**src/hw/rtl/mcdr_pkg.sv**
```systemverilog
`default_nettype none

package mcdr_pkg;

    // channel set and per-channel delay
    localparam int NUM_CH     = 8;
    localparam int CH_BITS    = 3;
    localparam int DELAY_BITS = 16;

    // results per item are capped on a tick
    localparam int MAX_RESULTS  = 16;
    localparam int RES_CNT_BITS = $clog2(MAX_RESULTS + 1);

    // defaults for the top-level parameters
    localparam int DEF_TABLE_DEPTH = 16;
    localparam int DEF_TIME_BITS   = 32;

    // configuration port
    localparam int APB_ADDR_BITS = 5;
    localparam int APB_DATA_BITS = 32;

    // input op codes
    localparam logic OP_TICK    = 1'b0;
    localparam logic OP_TRIGGER = 1'b1;

    // result kinds
    localparam logic KIND_FIRED   = 1'b0;
    localparam logic KIND_DROPPED = 1'b1;

    typedef logic [NUM_CH-1:0][DELAY_BITS-1:0] delay_arr_t;

endpackage

`default_nettype wire

```
**src/hw/rtl/multi_channel_delayed_relay.sv**
```systemverilog
// Multi-channel delayed relay.
// Command channel: an item (op, enabled) is taken at a rising edge with start
// high and busy low. op = trigger walks channels 0..7, one per cycle: a zero
// delay fires at once, otherwise now + delay is stored in the pending table,
// or a drop result is given when the table is full. A disabled trigger skips
// the walk: it gives nothing, changes nothing and is busy for one cycle.
// op = tick adds one to the running time, then scans the table in order, one
// entry per cycle through the table RAM's registered read port, firing and
// removing every entry whose deadline has passed, up to MAX_RESULTS per tick,
// and compacting the rest. Busy time is set by the channel walk of a trigger
// and by the table scan of a tick, which grows with the number of pending
// entries. Results come out one per cycle on channel/kind/last, marked by
// strobe, held back by one beat so the final beat of an item carries last;
// the final beat may come in the cycle after busy falls. The receiver cannot
// stall the result beats. Delays are written over the APB port only while
// the block is idle, a rule for the user that the block does not enforce.
// Reset clears the running time, empties the table and zeroes all delays.
`default_nettype none

module multi_channel_delayed_relay
    import mcdr_pkg::*;
#(
    parameter int TABLE_DEPTH = DEF_TABLE_DEPTH,
    parameter int TIME_BITS   = DEF_TIME_BITS
) (
    input  wire logic                     clk,
    input  wire logic                     rst_n,
    // command channel
    input  wire logic                     start,
    output logic                          busy,
    input  wire logic                     op,
    input  wire logic                     enabled,
    // result channel
    output logic                          strobe,
    output logic      [CH_BITS-1:0]       channel,
    output logic                          kind,
    output logic                          last,
    // configuration port
    input  wire logic                     psel,
    input  wire logic                     penable,
    input  wire logic                     pwrite,
    input  wire logic [APB_ADDR_BITS-1:0] paddr,
    input  wire logic [APB_DATA_BITS-1:0] pwdata,
    output logic      [APB_DATA_BITS-1:0] prdata,
    output logic                          pready
);

    localparam int AW = (TABLE_DEPTH > 1) ? $clog2(TABLE_DEPTH) : 1;
    localparam int CW = $clog2(TABLE_DEPTH + 1);
    localparam int EW = CH_BITS + TIME_BITS;

    typedef enum logic [2:0] {
        S_IDLE,
        S_TRIG,
        S_ADV,
        S_SCAN,
        S_FINISH
    } state_t;

    state_t                  state_reg;
    logic [TIME_BITS-1:0]    now_reg;
    logic [CW-1:0]           count_reg;
    logic [CW-1:0]           keep_reg;
    logic [AW-1:0]           scan_idx_reg;
    logic [CH_BITS-1:0]      ch_cnt_reg;
    logic [RES_CNT_BITS-1:0] n_cnt_reg;
    logic                    hold_valid_reg;
    logic [CH_BITS-1:0]      hold_ch_reg;
    logic                    hold_kind_reg;
    logic                    strobe_reg;
    logic [CH_BITS-1:0]      channel_reg;
    logic                    kind_reg;
    logic                    last_reg;

    delay_arr_t              delay;
    logic [DELAY_BITS-1:0]   delay_sel;
    logic                    table_full;

    logic [TIME_BITS-1:0]    alu_b;
    logic                    alu_sub;
    logic [TIME_BITS-1:0]    alu_sum;
    logic                    alu_past;

    logic                    ram_we;
    logic [AW-1:0]           ram_waddr;
    logic [EW-1:0]           ram_wdata;
    logic [AW-1:0]           ram_raddr;
    logic [EW-1:0]           ram_rdata;
    logic [CH_BITS-1:0]      rd_ch;
    logic [TIME_BITS-1:0]    rd_deadline;

    logic                    new_res;
    logic [CH_BITS-1:0]      new_ch;
    logic                    new_kind;
    logic                    fire;
    logic                    scan_last;
    logic [CW-1:0]           keep_next;

    // configuration registers
    mcdr_regs u_regs (
        .clk     (clk),
        .rst_n   (rst_n),
        .psel    (psel),
        .penable (penable),
        .pwrite  (pwrite),
        .paddr   (paddr),
        .pwdata  (pwdata),
        .prdata  (prdata),
        .pready  (pready),
        .delay   (delay)
    );

    // pending table: {channel, deadline}
    mcdr_ram #(
        .WIDTH (EW),
        .DEPTH (TABLE_DEPTH)
    ) u_ram (
        .clk   (clk),
        .we    (ram_we),
        .waddr (ram_waddr),
        .wdata (ram_wdata),
        .raddr (ram_raddr),
        .rdata (ram_rdata)
    );

    // shared time adder / comparator
    mcdr_alu #(
        .W (TIME_BITS)
    ) u_alu (
        .a    (now_reg),
        .b    (alu_b),
        .sub  (alu_sub),
        .sum  (alu_sum),
        .past (alu_past)
    );

    assign rd_ch       = ram_rdata[EW-1:TIME_BITS];
    assign rd_deadline = ram_rdata[TIME_BITS-1:0];
    assign delay_sel   = delay[ch_cnt_reg];
    assign table_full  = (count_reg == CW'(TABLE_DEPTH));
    assign scan_last   = ((CW'(scan_idx_reg) + CW'(1)) == count_reg);
    assign fire        = alu_past && (n_cnt_reg < RES_CNT_BITS'(MAX_RESULTS));

    // adder operand select
    always_comb
    begin
        alu_b   = '0;
        alu_sub = 1'b0;
        case (state_reg)
            S_TRIG:
            begin
                alu_b = TIME_BITS'(delay_sel);
            end
            S_ADV:
            begin
                alu_b = TIME_BITS'(1);
            end
            S_SCAN:
            begin
                alu_b   = rd_deadline;
                alu_sub = 1'b1;
            end
            default:
            begin
                alu_b = '0;
            end
        endcase
    end

    // table write and new result per step
    always_comb
    begin
        ram_we    = 1'b0;
        ram_waddr = count_reg[AW-1:0];
        ram_wdata = {ch_cnt_reg, alu_sum};
        ram_raddr = scan_idx_reg + AW'(1);
        new_res   = 1'b0;
        new_ch    = ch_cnt_reg;
        new_kind  = KIND_FIRED;
        keep_next = keep_reg;
        case (state_reg)
            S_TRIG:
            begin
                if (delay_sel == '0)
                begin
                    new_res = 1'b1;
                end
                else if (table_full)
                begin
                    new_res  = 1'b1;
                    new_kind = KIND_DROPPED;
                end
                else
                begin
                    ram_we = 1'b1;
                end
            end
            S_ADV:
            begin
                ram_raddr = '0;
            end
            S_SCAN:
            begin
                ram_waddr = keep_reg[AW-1:0];
                ram_wdata = ram_rdata;
                new_ch    = rd_ch;
                if (fire)
                begin
                    new_res = 1'b1;
                end
                else
                begin
                    ram_we    = 1'b1;
                    keep_next = keep_reg + CW'(1);
                end
            end
            default:
            begin
                ram_we = 1'b0;
            end
        endcase
    end

    // sequencer, table state and result beats
    always_ff @(posedge clk or negedge rst_n)
    begin
        if (!rst_n)
        begin
            state_reg      <= S_IDLE;
            now_reg        <= '0;
            count_reg      <= '0;
            keep_reg       <= '0;
            scan_idx_reg   <= '0;
            ch_cnt_reg     <= '0;
            n_cnt_reg      <= '0;
            hold_valid_reg <= 1'b0;
            hold_ch_reg    <= '0;
            hold_kind_reg  <= KIND_FIRED;
            strobe_reg     <= 1'b0;
            channel_reg    <= '0;
            kind_reg       <= KIND_FIRED;
            last_reg       <= 1'b0;
        end
        else
        begin
            strobe_reg <= 1'b0;
            last_reg   <= 1'b0;

            // one-beat holdback so the final beat can carry last
            if (new_res)
            begin
                n_cnt_reg      <= n_cnt_reg + RES_CNT_BITS'(1);
                hold_valid_reg <= 1'b1;
                hold_ch_reg    <= new_ch;
                hold_kind_reg  <= new_kind;
                if (hold_valid_reg)
                begin
                    strobe_reg  <= 1'b1;
                    channel_reg <= hold_ch_reg;
                    kind_reg    <= hold_kind_reg;
                end
            end

            case (state_reg)
                S_IDLE:
                begin
                    n_cnt_reg    <= '0;
                    ch_cnt_reg   <= '0;
                    keep_reg     <= '0;
                    scan_idx_reg <= '0;
                    if (start)
                    begin
                        if (op == OP_TICK)
                        begin
                            state_reg <= S_ADV;
                        end
                        else if (enabled)
                        begin
                            state_reg <= S_TRIG;
                        end
                        else
                        begin
                            state_reg <= S_FINISH;
                        end
                    end
                end
                S_TRIG:
                begin
                    if (ram_we)
                    begin
                        count_reg <= count_reg + CW'(1);
                    end
                    ch_cnt_reg <= ch_cnt_reg + CH_BITS'(1);
                    if (ch_cnt_reg == CH_BITS'(NUM_CH - 1))
                    begin
                        state_reg <= S_FINISH;
                    end
                end
                S_ADV:
                begin
                    now_reg <= alu_sum;
                    if (count_reg == '0)
                    begin
                        state_reg <= S_FINISH;
                    end
                    else
                    begin
                        state_reg <= S_SCAN;
                    end
                end
                S_SCAN:
                begin
                    keep_reg     <= keep_next;
                    scan_idx_reg <= scan_idx_reg + AW'(1);
                    if (scan_last)
                    begin
                        count_reg <= keep_next;
                        state_reg <= S_FINISH;
                    end
                end
                S_FINISH:
                begin
                    if (hold_valid_reg)
                    begin
                        strobe_reg  <= 1'b1;
                        channel_reg <= hold_ch_reg;
                        kind_reg    <= hold_kind_reg;
                        last_reg    <= 1'b1;
                    end
                    hold_valid_reg <= 1'b0;
                    state_reg      <= S_IDLE;
                end
                default:
                begin
                    state_reg <= S_IDLE;
                end
            endcase
        end
    end

    assign busy    = (state_reg != S_IDLE);
    assign strobe  = strobe_reg;
    assign channel = channel_reg;
    assign kind    = kind_reg;
    assign last    = last_reg;

    // table fill never exceeds its depth
    a_count_bound: assert property (@(posedge clk) disable iff (!rst_n)
        count_reg <= CW'(TABLE_DEPTH))
        else $error("pending count beyond table depth");

    // the closing beat of an item is not followed straight by another beat
    a_last_gap: assert property (@(posedge clk) disable iff (!rst_n)
        (strobe_reg && last_reg) |=> !strobe_reg)
        else $error("result beat right after closing beat");

    // a drop is only reported with the table full
    a_drop_full: assert property (@(posedge clk) disable iff (!rst_n)
        (strobe_reg && (kind_reg == KIND_DROPPED)) |-> table_full)
        else $error("drop reported with room in table");

    // table fill holds while idle and no item arrives
    a_idle_count: assert property (@(posedge clk) disable iff (!rst_n)
        (!busy && !start) |=> $stable(count_reg))
        else $error("pending count changed while idle");

endmodule

`default_nettype wire

```
**src/hw/rtl/mcdr_ram.sv**
```systemverilog
`default_nettype none

module mcdr_ram #(
    parameter int WIDTH = 35,
    parameter int DEPTH = 16,
    localparam int AW   = (DEPTH > 1) ? $clog2(DEPTH) : 1
) (
    input  wire logic             clk,
    input  wire logic             we,
    input  wire logic [AW-1:0]    waddr,
    input  wire logic [WIDTH-1:0] wdata,
    input  wire logic [AW-1:0]    raddr,
    output logic      [WIDTH-1:0] rdata
);

    logic [WIDTH-1:0] mem [DEPTH];

    // one write port, one registered read port
    always_ff @(posedge clk)
    begin
        if (we)
        begin
            mem[waddr] <= wdata;
        end
        rdata <= mem[raddr];
    end

endmodule

`default_nettype wire

```
**src/hw/rtl/mcdr_regs.sv**
```systemverilog
`default_nettype none

module mcdr_regs
    import mcdr_pkg::*;
(
    input  wire logic                     clk,
    input  wire logic                     rst_n,
    input  wire logic                     psel,
    input  wire logic                     penable,
    input  wire logic                     pwrite,
    input  wire logic [APB_ADDR_BITS-1:0] paddr,
    input  wire logic [APB_DATA_BITS-1:0] pwdata,
    output logic      [APB_DATA_BITS-1:0] prdata,
    output logic                          pready,
    output delay_arr_t                    delay
);

    delay_arr_t         delay_reg;
    logic [CH_BITS-1:0] reg_idx;
    logic               wr_en;

    // word index: register i sits at byte address 4*i
    assign reg_idx = paddr[APB_ADDR_BITS-1:2];
    assign wr_en   = psel && penable && pwrite;
    assign pready  = 1'b1;

    always_ff @(posedge clk or negedge rst_n)
    begin
        if (!rst_n)
        begin
            delay_reg <= '0;
        end
        else if (wr_en)
        begin
            delay_reg[reg_idx] <= pwdata[DELAY_BITS-1:0];
        end
    end

    // read back
    assign prdata = {{(APB_DATA_BITS-DELAY_BITS){1'b0}}, delay_reg[reg_idx]};
    assign delay  = delay_reg;

endmodule

`default_nettype wire

```
**src/hw/rtl/mcdr_alu.sv**
```systemverilog
`default_nettype none

module mcdr_alu #(
    parameter int W = 32
) (
    input  wire logic [W-1:0] a,
    input  wire logic [W-1:0] b,
    input  wire logic         sub,
    output logic      [W-1:0] sum,
    output logic              past
);

    // shared adder: a + b, or a - b through inverted operand and carry in
    assign sum = a + (sub ? ~b : b) + W'(sub);

    // serial-number compare: nonzero and below half range
    assign past = (sum != '0) && !sum[W-1];

endmodule

`default_nettype wire
```
**config.mk**
```make
export PLATFORM = sky130hd
export DESIGN_NAME = multi_channel_delayed_relay
export DESIGN_NICKNAME = d
export VERILOG_FILES = /design/src/hw/rtl/mcdr_pkg.sv /design/src/hw/rtl/multi_channel_delayed_relay.sv /design/src/hw/rtl/mcdr_ram.sv /design/src/hw/rtl/mcdr_regs.sv /design/src/hw/rtl/mcdr_alu.sv
export SDC_FILE = /design/constraint.sdc
export NUM_CORES = 1
export LEC_CHECK = 0
export ABC_CLOCK_PERIOD_IN_PS = 7700
export BUFFER_PORTS_ARGS = -buffer_cell sky130_fd_sc_hd__buf_2
export CORE_ASPECT_RATIO = 2
export CORE_MARGIN = 10
export CORE_UTILIZATION = 57
export DETAILED_ROUTE_END_ITERATION = 7
export GPL_TIMING_DRIVEN = 0
export PLACE_DENSITY = 0.82
export SYNTH_ARGS = -nofsm -noshare
export SYNTH_HDL_FRONTEND = slang
export SYNTH_SLANG_ARGS = --single-unit
```
**constraint.sdc**
```tcl
create_clock -name clk -period 7.7 [get_ports clk]
set_clock_uncertainty 0.15 [all_clocks]
set_input_delay 0.77 -clock clk [delete_from_list [all_inputs] [get_ports clk]]
set_output_delay 0.77 -clock clk [all_outputs]
set_load 0.05 [all_outputs]
```
==> results.py, run 1 <==
metrics = {
    "status": {
        "outcome": "finished with violations",
        "failed_checks": "max-capacitance violations",
    },
    "floorplan": {
        "core-area_sq_mm": 0.0617,
        "die_area_sq_mm": 0.0731,
        "chipHeight_microns": 372,
        "die_extent_in_x_microns": 196,
        "initial_utilization": 0.574,
        "top_level_port_count": 85,
        "num_rows": 129,
    },
    "logic_synthesis": {
        "synthesis.instances": 2521,
        "synth-warning-count": 0,
        "synth.lib_cells_used.distinct": 90,
        "synth_enable_flop_cells": 560,
        "synth-async-reset-ratio": 0.248,
        "ys_ff_latch": 791,
        "post_synth_instance_area_sq_mm": 0.0354,
        "syn-mean-instance-area_sq_um": 14.0,
        "fraction_of_post_synthesis_cell_area_in_the_top_cell_type_by_area": 0.475,
        "area_contributors_post_synth": "sky130_fd_sc_hd__edfxtp_1, sky130_fd_sc_hd__dfrtp_1, sky130_fd_sc_hd__mux4_2",
        "synth_largest_area_cell": "sky130_fd_sc_hd__edfxtp_1",
        "seq_area_frac_synth": 0.633,
        "ys.flop_type": "sky130_fd_sc_hd__edfxtp_1",
    },
    "sta": {
        "max_clock_freq_mhz": 131,
        "slew-limit-headroom": 0.00743,
        "timing.final.max_slew_violations": 0,
        "tightestPinTransition_ns": 1.49,
        "finalHoldViolations": 0,
        "post-route-period-util": 0.994,
        "setup_violations": 0,
        "final_period_minus_worst_setup_slack_ns": 7.66,
        "tns_ns": 0,
    },
    "clock_tree": {
        "clock_path_buffers": 3,
        "worstSkewPairLatency_ns": 0.67,
        "clk_transition_reported_paths_ns": 0.08,
        "cts_bufs_inserted": 60,
        "cts_num_sinks": 791,
        "clock_tree.htree_level_count": 2,
        "clk_root_buffer_cell": "sky130_fd_sc_hd__clkbuf_16",
        "cts_tree": "yes",
    },
    "place": {
        "io_buffer_count": 46,
        "gp_routability_congestion": 1.06,
        "hpwl_mm": 82.8,
    },
    "cells_and_area": {
        "drive_above_1_share": 0.200,
        "layout_commonest_cell": "sky130_fd_sc_hd__edfxtp_1",
        "area.growth.synth_to_final_pct": 13.1,
        "largest_reg_flops": 560,
        "antenna-diode-count": 0,
        "finalNetCount": 2798,
        "layout.core_utilization": 0.649,
        "most_frequent_cells_in_the_layout": "sky130_fd_sc_hd__edfxtp_1, sky130_fd_sc_hd__dfrtp_1, sky130_fd_sc_hd__o21ai_0",
    },
    "grt": {
        "met2_track_demand_over_resource": 0.570,
        "grt_pass1_vias": 25800,
        "grt_antenna_before_repair": 2,
        "groute.usage.overall": 0.309,
        "grtUsageMet3": 0.0607,
        "grt_most_used_layer": "met2",
        "pin_count_of_the_biggest_net_entering_global_routing": 119,
        "grt_overflow_total": 0,
        "grt_pass1_wl_mm": 166,
        "gr-usage-met1": 0.263,
    },
    "route": {
        "detail-route-antenna-nets": 0,
        "first_pass_iters": 8,
        "post_drt_wl_per_cell_microns": 32.3,
        "via_per_inst": 6.99,
        "drcViolationCount": 0,
        "drt_iter0_drc": 2788,
        "postRouteWirelength_mm": 115,
        "vias": 24800,
    },
    "setup_path": {
        "critPathCaptureType": "flop",
        "required_time_of_the_worst_setup_path_ns": 7.90,
        "critPathKind": "flop to flop",
        "reg2reg_to": "u_ram.mem[8][8]",
        "critical_path.slowest_cell": "sky130_fd_sc_hd__xor2_1",
        "critPathMaxFanout": 23,
        "cp_cell_sequence": "buf_2 > clkbuf_4 > mux4_2 > mux2i_1 > nand2_1 > and3_1 > ha_1 > clkbuf_1 > nand2_1 > nor2_1 > nand3_1 > o31ai_2 > a211oi_1 > xor2_1 > nand4_1 > nor4_4 > buf_4 > a211oi_4 > nand2b_4 > clkbuf_4 > o21ai_4 > buf_12",
        "worst_ep_arrival_time_ns": 7.86,
        "cp-start-kind": "flop",
        "cp_slowest_stage_delay_ns": 0.55,
        "timing.reg2reg.worst_path_depth": 22,
        "regToRegStartpoint": "ch_cnt_reg[0]",
        "worstPathBufferInverterCount": 6,
        "timing.reg2reg.setup_slack_ns": 0.04,
        "timing.critical_path.max_delay_family": "simple AND/OR/NAND/NOR gates",
    },
    "pwr": {
        "power.total_mw": 15.1,
        "worst_ir_drop_vdd_mv": 0.262,
        "cellPowerDensity_mw_per_mm2": 378,
        "p_leak_nw": 14.0,
    },
    "hold_path": {
        "holdCritPathClass": "input port to flop",
        "min_delay_path_depth": 2,
        "sink_of_the_worst_hold_path": "state_reg[1]",
        "min-delay-start": "start",
    },
    "run": {
        "max-cap-violations": 1,
    },
}
-- Yosys cell counts (9+ instances only) --
cell type,count
sky130_fd_sc_hd__or3_1,46
sky130_fd_sc_hd__nor4_1,14
sky130_fd_sc_hd__ha_1,39
sky130_fd_sc_hd__nand3b_1,9
sky130_fd_sc_hd__a2bb2oi_1,16
sky130_fd_sc_hd__a21o_1,16
sky130_fd_sc_hd__nand3_1,24
sky130_fd_sc_hd__nand2_1,172
sky130_fd_sc_hd__o21a_1,9
sky130_fd_sc_hd__xnor2_1,20
sky130_fd_sc_hd__o221ai_1,57
sky130_fd_sc_hd__edfxtp_1,560
sky130_fd_sc_hd__o21ai_1,16
sky130_fd_sc_hd__nor2_1,95
sky130_fd_sc_hd__clkbuf_1,142
sky130_fd_sc_hd__a22oi_1,69
sky130_fd_sc_hd__mux4_2,101
sky130_fd_sc_hd__nor2b_1,18
sky130_fd_sc_hd__buf_4,19
sky130_fd_sc_hd__buf_1,20
sky130_fd_sc_hd__o211ai_1,44
sky130_fd_sc_hd__inv_1,25
sky130_fd_sc_hd__a211oi_1,46
sky130_fd_sc_hd__nor3_1,24
sky130_fd_sc_hd__mux2_2,145
sky130_fd_sc_hd__dfxtp_1,35
sky130_fd_sc_hd__dfrtp_1,196
sky130_fd_sc_hd__nand4_1,34
sky130_fd_sc_hd__xor2_1,11
sky130_fd_sc_hd__mux2i_1,69
sky130_fd_sc_hd__and3_1,12
sky130_fd_sc_hd__a21oi_1,78
sky130_fd_sc_hd__o21ai_0,200
-- what timing repair did --
| action | 4_1_cts | 5_1_grt |
|---|---|---|
| pin swaps | 11 | 6 |
| setup endpoints to repair | 562 | 577 |
| cloned | 1 | 1 |
| buffers inserted | 13 | 8 |
| hold buffers | 1 | 0 |
| resized for setup | 16 | 25 |
| hold endpoints to repair | 78 | 0 |
-- routing by layer --
metal / routed length [microns] / share of wire
met1: 31000 / 0.27
met4: 13800 / 0.12
met2: 61000 / 0.53
met5: 0 / 0
met3: 8820 / 0.077
-- worst max-delay path by stage --
stage | start | to | slack (ns) | cells past startpoint
after global placement | ch_cnt_reg[1] | u_ram.mem[4][10] | -3.16 | 19
after CTS | state_reg[2] | u_ram.mem[14][8] | 0.02 | 21
after global routing | ch_cnt_reg[0] | u_ram.mem[8][28] | -0.03 | 24
final | ch_cnt_reg[0] | u_ram.mem[8][8] | 0.04 | 22
after floorplan | ch_cnt_reg[0] | u_ram.mem[11][0] | 0.74 | 20
after detailed placement | ch_cnt_reg[1] | u_ram.mem[5][6] | -1.02 | 20
-- metrics by stage --
stage	hold slack, ns	setup slack (ns)	instances	cell area, sq um
4_1_cts	0.245	0.0156	3538	39800
3_3_place_gp	0.320	-3.16	3368	36700
6_report	0.260	0.0428	3551	40000
3_5_place_dp	0.332	-1.02	3409	37500
2_1_floorplan	0.303	0.742	2536	35500
5_1_grt	0.286	-0.0263	3551	40000
-- layout make-up --
class / instances / area (sq um)
Buffer: 187 / 807
Clock buffer: 74 / 1580
Clock inverter: 40 / 522
Fill cell: 4249 / 21600
Inverter: 26 / 97.6
Multi-Input combinational cell: 1534 / 12500
Sequential cell: 791 / 22400
Tap cell: 786 / 983
Timing Repair Buffer: 113 / 1100
-- cell families after synthesis --
logic type                 count (synthesis)  synth area share
DFF                                      791             0.633
buffers and inverters                    213            0.0250
xor gates and xnor gates                  31           0.00767
AOI/OAI and AO/OA                        626             0.117
and+or+nand+nor                          495            0.0694
other                                      2          0.000212
muxes                                    323             0.133
adders and majority gates                 40            0.0143
-- power by group --
part	total, mW	internal [mW]	switching [mW]
Clock	3.37	1.79	1.57
Combinational	5.60	1.77	3.83
Sequential	6.15	5.75	0.403
No activity file was read; power rests on OpenSTA's default activity.
==> run 2, diff against run 1 <==
Settings changed: CTS_BUF_LIST set to sky130_fd_sc_hd__clkbuf_16.
==> results.py, run 2 (synthesis gave the netlist of run 1 again) <==
metrics = {
    "floorplan": {
        "die_area_sq_mm": 0.0731,
        "core-area_sq_mm": 0.0617,
        "top_level_port_count": 85,
        "chipHeight_microns": 372,
        "initial_utilization": 0.574,
        "die_extent_in_x_microns": 196,
        "num_rows": 129,
    },
    "sta": {
        "tns_ns": -0.235,
        "whs_ns": 0.257,
        "tightestPinTransition_ns": 1.45,
        "final_period_minus_worst_setup_slack_ns": 7.72,
        "max_clock_freq_mhz": 130,
        "post-route-worst-setup-slack_ns": -0.0199,
        "post-route-period-util": 1.00,
        "finalHoldViolations": 0,
        "setup_violations": 20,
        "timing.final.max_slew_violations": 0,
        "slew-limit-headroom": 0.0314,
    },
    "grt": {
        "grt_overflow_total": 0,
        "grt_antenna_before_repair": 2,
        "groute.usage.overall": 0.310,
        "grt_pass1_vias": 25800,
        "pin_count_of_the_biggest_net_entering_global_routing": 119,
        "grt_pass1_wl_mm": 166,
    },
    "route": {
        "post_drt_wl_per_cell_microns": 32.4,
        "vias": 24900,
        "drcViolationCount": 3,
        "first_pass_iters": 8,
        "drt_iter0_drc": 2861,
        "detail-route-antenna-nets": 0,
        "postRouteWirelength_mm": 115,
        "via_per_inst": 7.00,
    },
    "setup_path": {
        "timing.reg2reg.worst_path_depth": 22,
        "critPathKind": "flop to flop",
        "worst_ep_arrival_time_ns": 7.92,
        "timing.critical_path.max_delay_family": "simple AND/OR/NAND/NOR gates",
        "required_time_of_the_worst_setup_path_ns": 7.90,
        "cp_num_cells": 22,
        "cp-start-kind": "flop",
        "cp_slowest_stage_delay_ns": 0.57,
        "critPathCaptureType": "flop",
        "critPathMaxFanout": 23,
        "cp_cell_sequence": "buf_2 > clkbuf_4 > mux4_2 > mux2i_1 > nand2_1 > and3_1 > ha_1 > clkbuf_1 > nand2_1 > nor2_1 > nand3_1 > o31ai_2 > a211oi_1 > xor2_1 > nand4_1 > nor4_4 > buf_4 > a211oi_4 > nand2b_4 > clkbuf_4 > o21ai_4 > buf_12",
        "critical_path.slowest_cell": "sky130_fd_sc_hd__xor2_1",
        "worstPathBufferInverterCount": 6,
    },
    "status": {
        "failed_checks": "design-rule violations, negative setup slack",
        "outcome": "finished with violations",
    },
    "clock_tree": {
        "clk_root_buffer_cell": "sky130_fd_sc_hd__clkbuf_16",
        "cts_bufs_inserted": 60,
        "cts_num_sinks": 791,
        "clock_tree.htree_level_count": 2,
        "clock_path_buffers": 3,
        "cts_tree": "yes",
        "clk_transition_reported_paths_ns": 0.08,
        "worstSkewPairLatency_ns": 0.67,
    },
    "place": {
        "gp_routability_congestion": 1.06,
        "hpwl_mm": 82.8,
        "placed_area_sq_mm": 0.0375,
        "io_buffer_count": 46,
    },
    "cells_and_area": {
        "layout.core_utilization": 0.649,
        "antenna-diode-count": 0,
        "drive_above_1_share": 0.199,
        "most_frequent_cells_in_the_layout": "sky130_fd_sc_hd__edfxtp_1, sky130_fd_sc_hd__dfrtp_1, sky130_fd_sc_hd__o21ai_0",
        "final_area_sq_mm": 0.0400,
        "layout_commonest_cell": "sky130_fd_sc_hd__edfxtp_1",
        "area.growth.synth_to_final_pct": 13.0,
        "finalNetCount": 2797,
        "largest_reg_flops": 560,
    },
    "pwr": {
        "p_leak_nw": 14.1,
        "power.total_mw": 15.1,
        "worst_ir_drop_vdd_mv": 0.262,
        "cellPowerDensity_mw_per_mm2": 378,
    },
    "run": {
        "max-cap-violations": 0,
    },
    "hold_path": {
        "min_delay_path_depth": 2,
        "holdCritPathClass": "input port to flop",
    },
}
-- run 2: cell types whose count changed in the layout (fill, tap and decap cells not counted), sizes merged --
cell	previous run	this run
clkbuf	219	206
inv	29	40
clkinv	20	23
buf	154	152
-- run 2: power breakdown --
part	switching [mW]	internal [mW]	total [mW]
clock	1.58	1.75	3.33
combinational	3.85	1.77	5.62
sequential	0.405	5.75	6.15
-- run 2: repair_timing --
action,in CTS,in global routing
gates resized for setup,16,27
hold buffers,1,0
cloned,1,1
pin swaps,11,6
buffers inserted,13,7
endpoints found under the setup margin,562,577
endpoints found under the hold margin,78,0
-- run 2: path summary, 6_finish.rpt --
| check | startpoint | end | slack, ns |
|---|---|---|---|
| worst max-delay path | ch_cnt_reg[0] | u_ram.mem[8][8] | -0.02 |
| worst min-delay path | start | state_reg[1] | 0.26 |
| worst max register to register | ch_cnt_reg[0] | u_ram.mem[8][8] | -0.02 |
| worst min register to register | now_reg[25] | now_reg[25] | 0.35 |
| max in group asynchronous | rst_n | u_regs.delay[1] | 5.79 |
| min in group asynchronous | rst_n | u_regs.delay[87] | 0.53 |
-- run 2: layer usage --
| metal | routed length, microns | up-vias | part of all wire | global-route usage |
|---|---|---|---|---|
| met5 | 0 | - | 0 | 0 |
| met4 | 14300 | 0 | 0.12 | 0.314 |
| met3 | 9150 | 707 | 0.079 | 0.0600 |
| met2 | 60700 | 1758 | 0.53 | 0.570 |
| met1 | 31000 | 12200 | 0.27 | 0.264 |
| li1 | - | 10200 | - | - |
-- run 2: cell type report --
| type | count | area (sq um) |
|---|---|---|
| Sequential cell | 791 | 22400 |
| Fill cell | 4239 | 21700 |
| Multi-Input combinational cell | 1534 | 12500 |
| Clock buffer | 60 | 1500 |
| Timing Repair Buffer | 112 | 1090 |
| Tap cell | 786 | 983 |
| Buffer | 187 | 808 |
| Clock inverter | 54 | 574 |
| Inverter | 26 | 97.6 |
-- run 2: stage by stage --
stage	worst slack (ns)	std cells
2_1_floorplan	0.742	2536
3_3_place_gp	-3.16	3368
3_5_place_dp	-1.02	3409
4_1_cts	0.0156	3538
5_1_grt	-0.0198	3550
6_report	-0.0199	3550
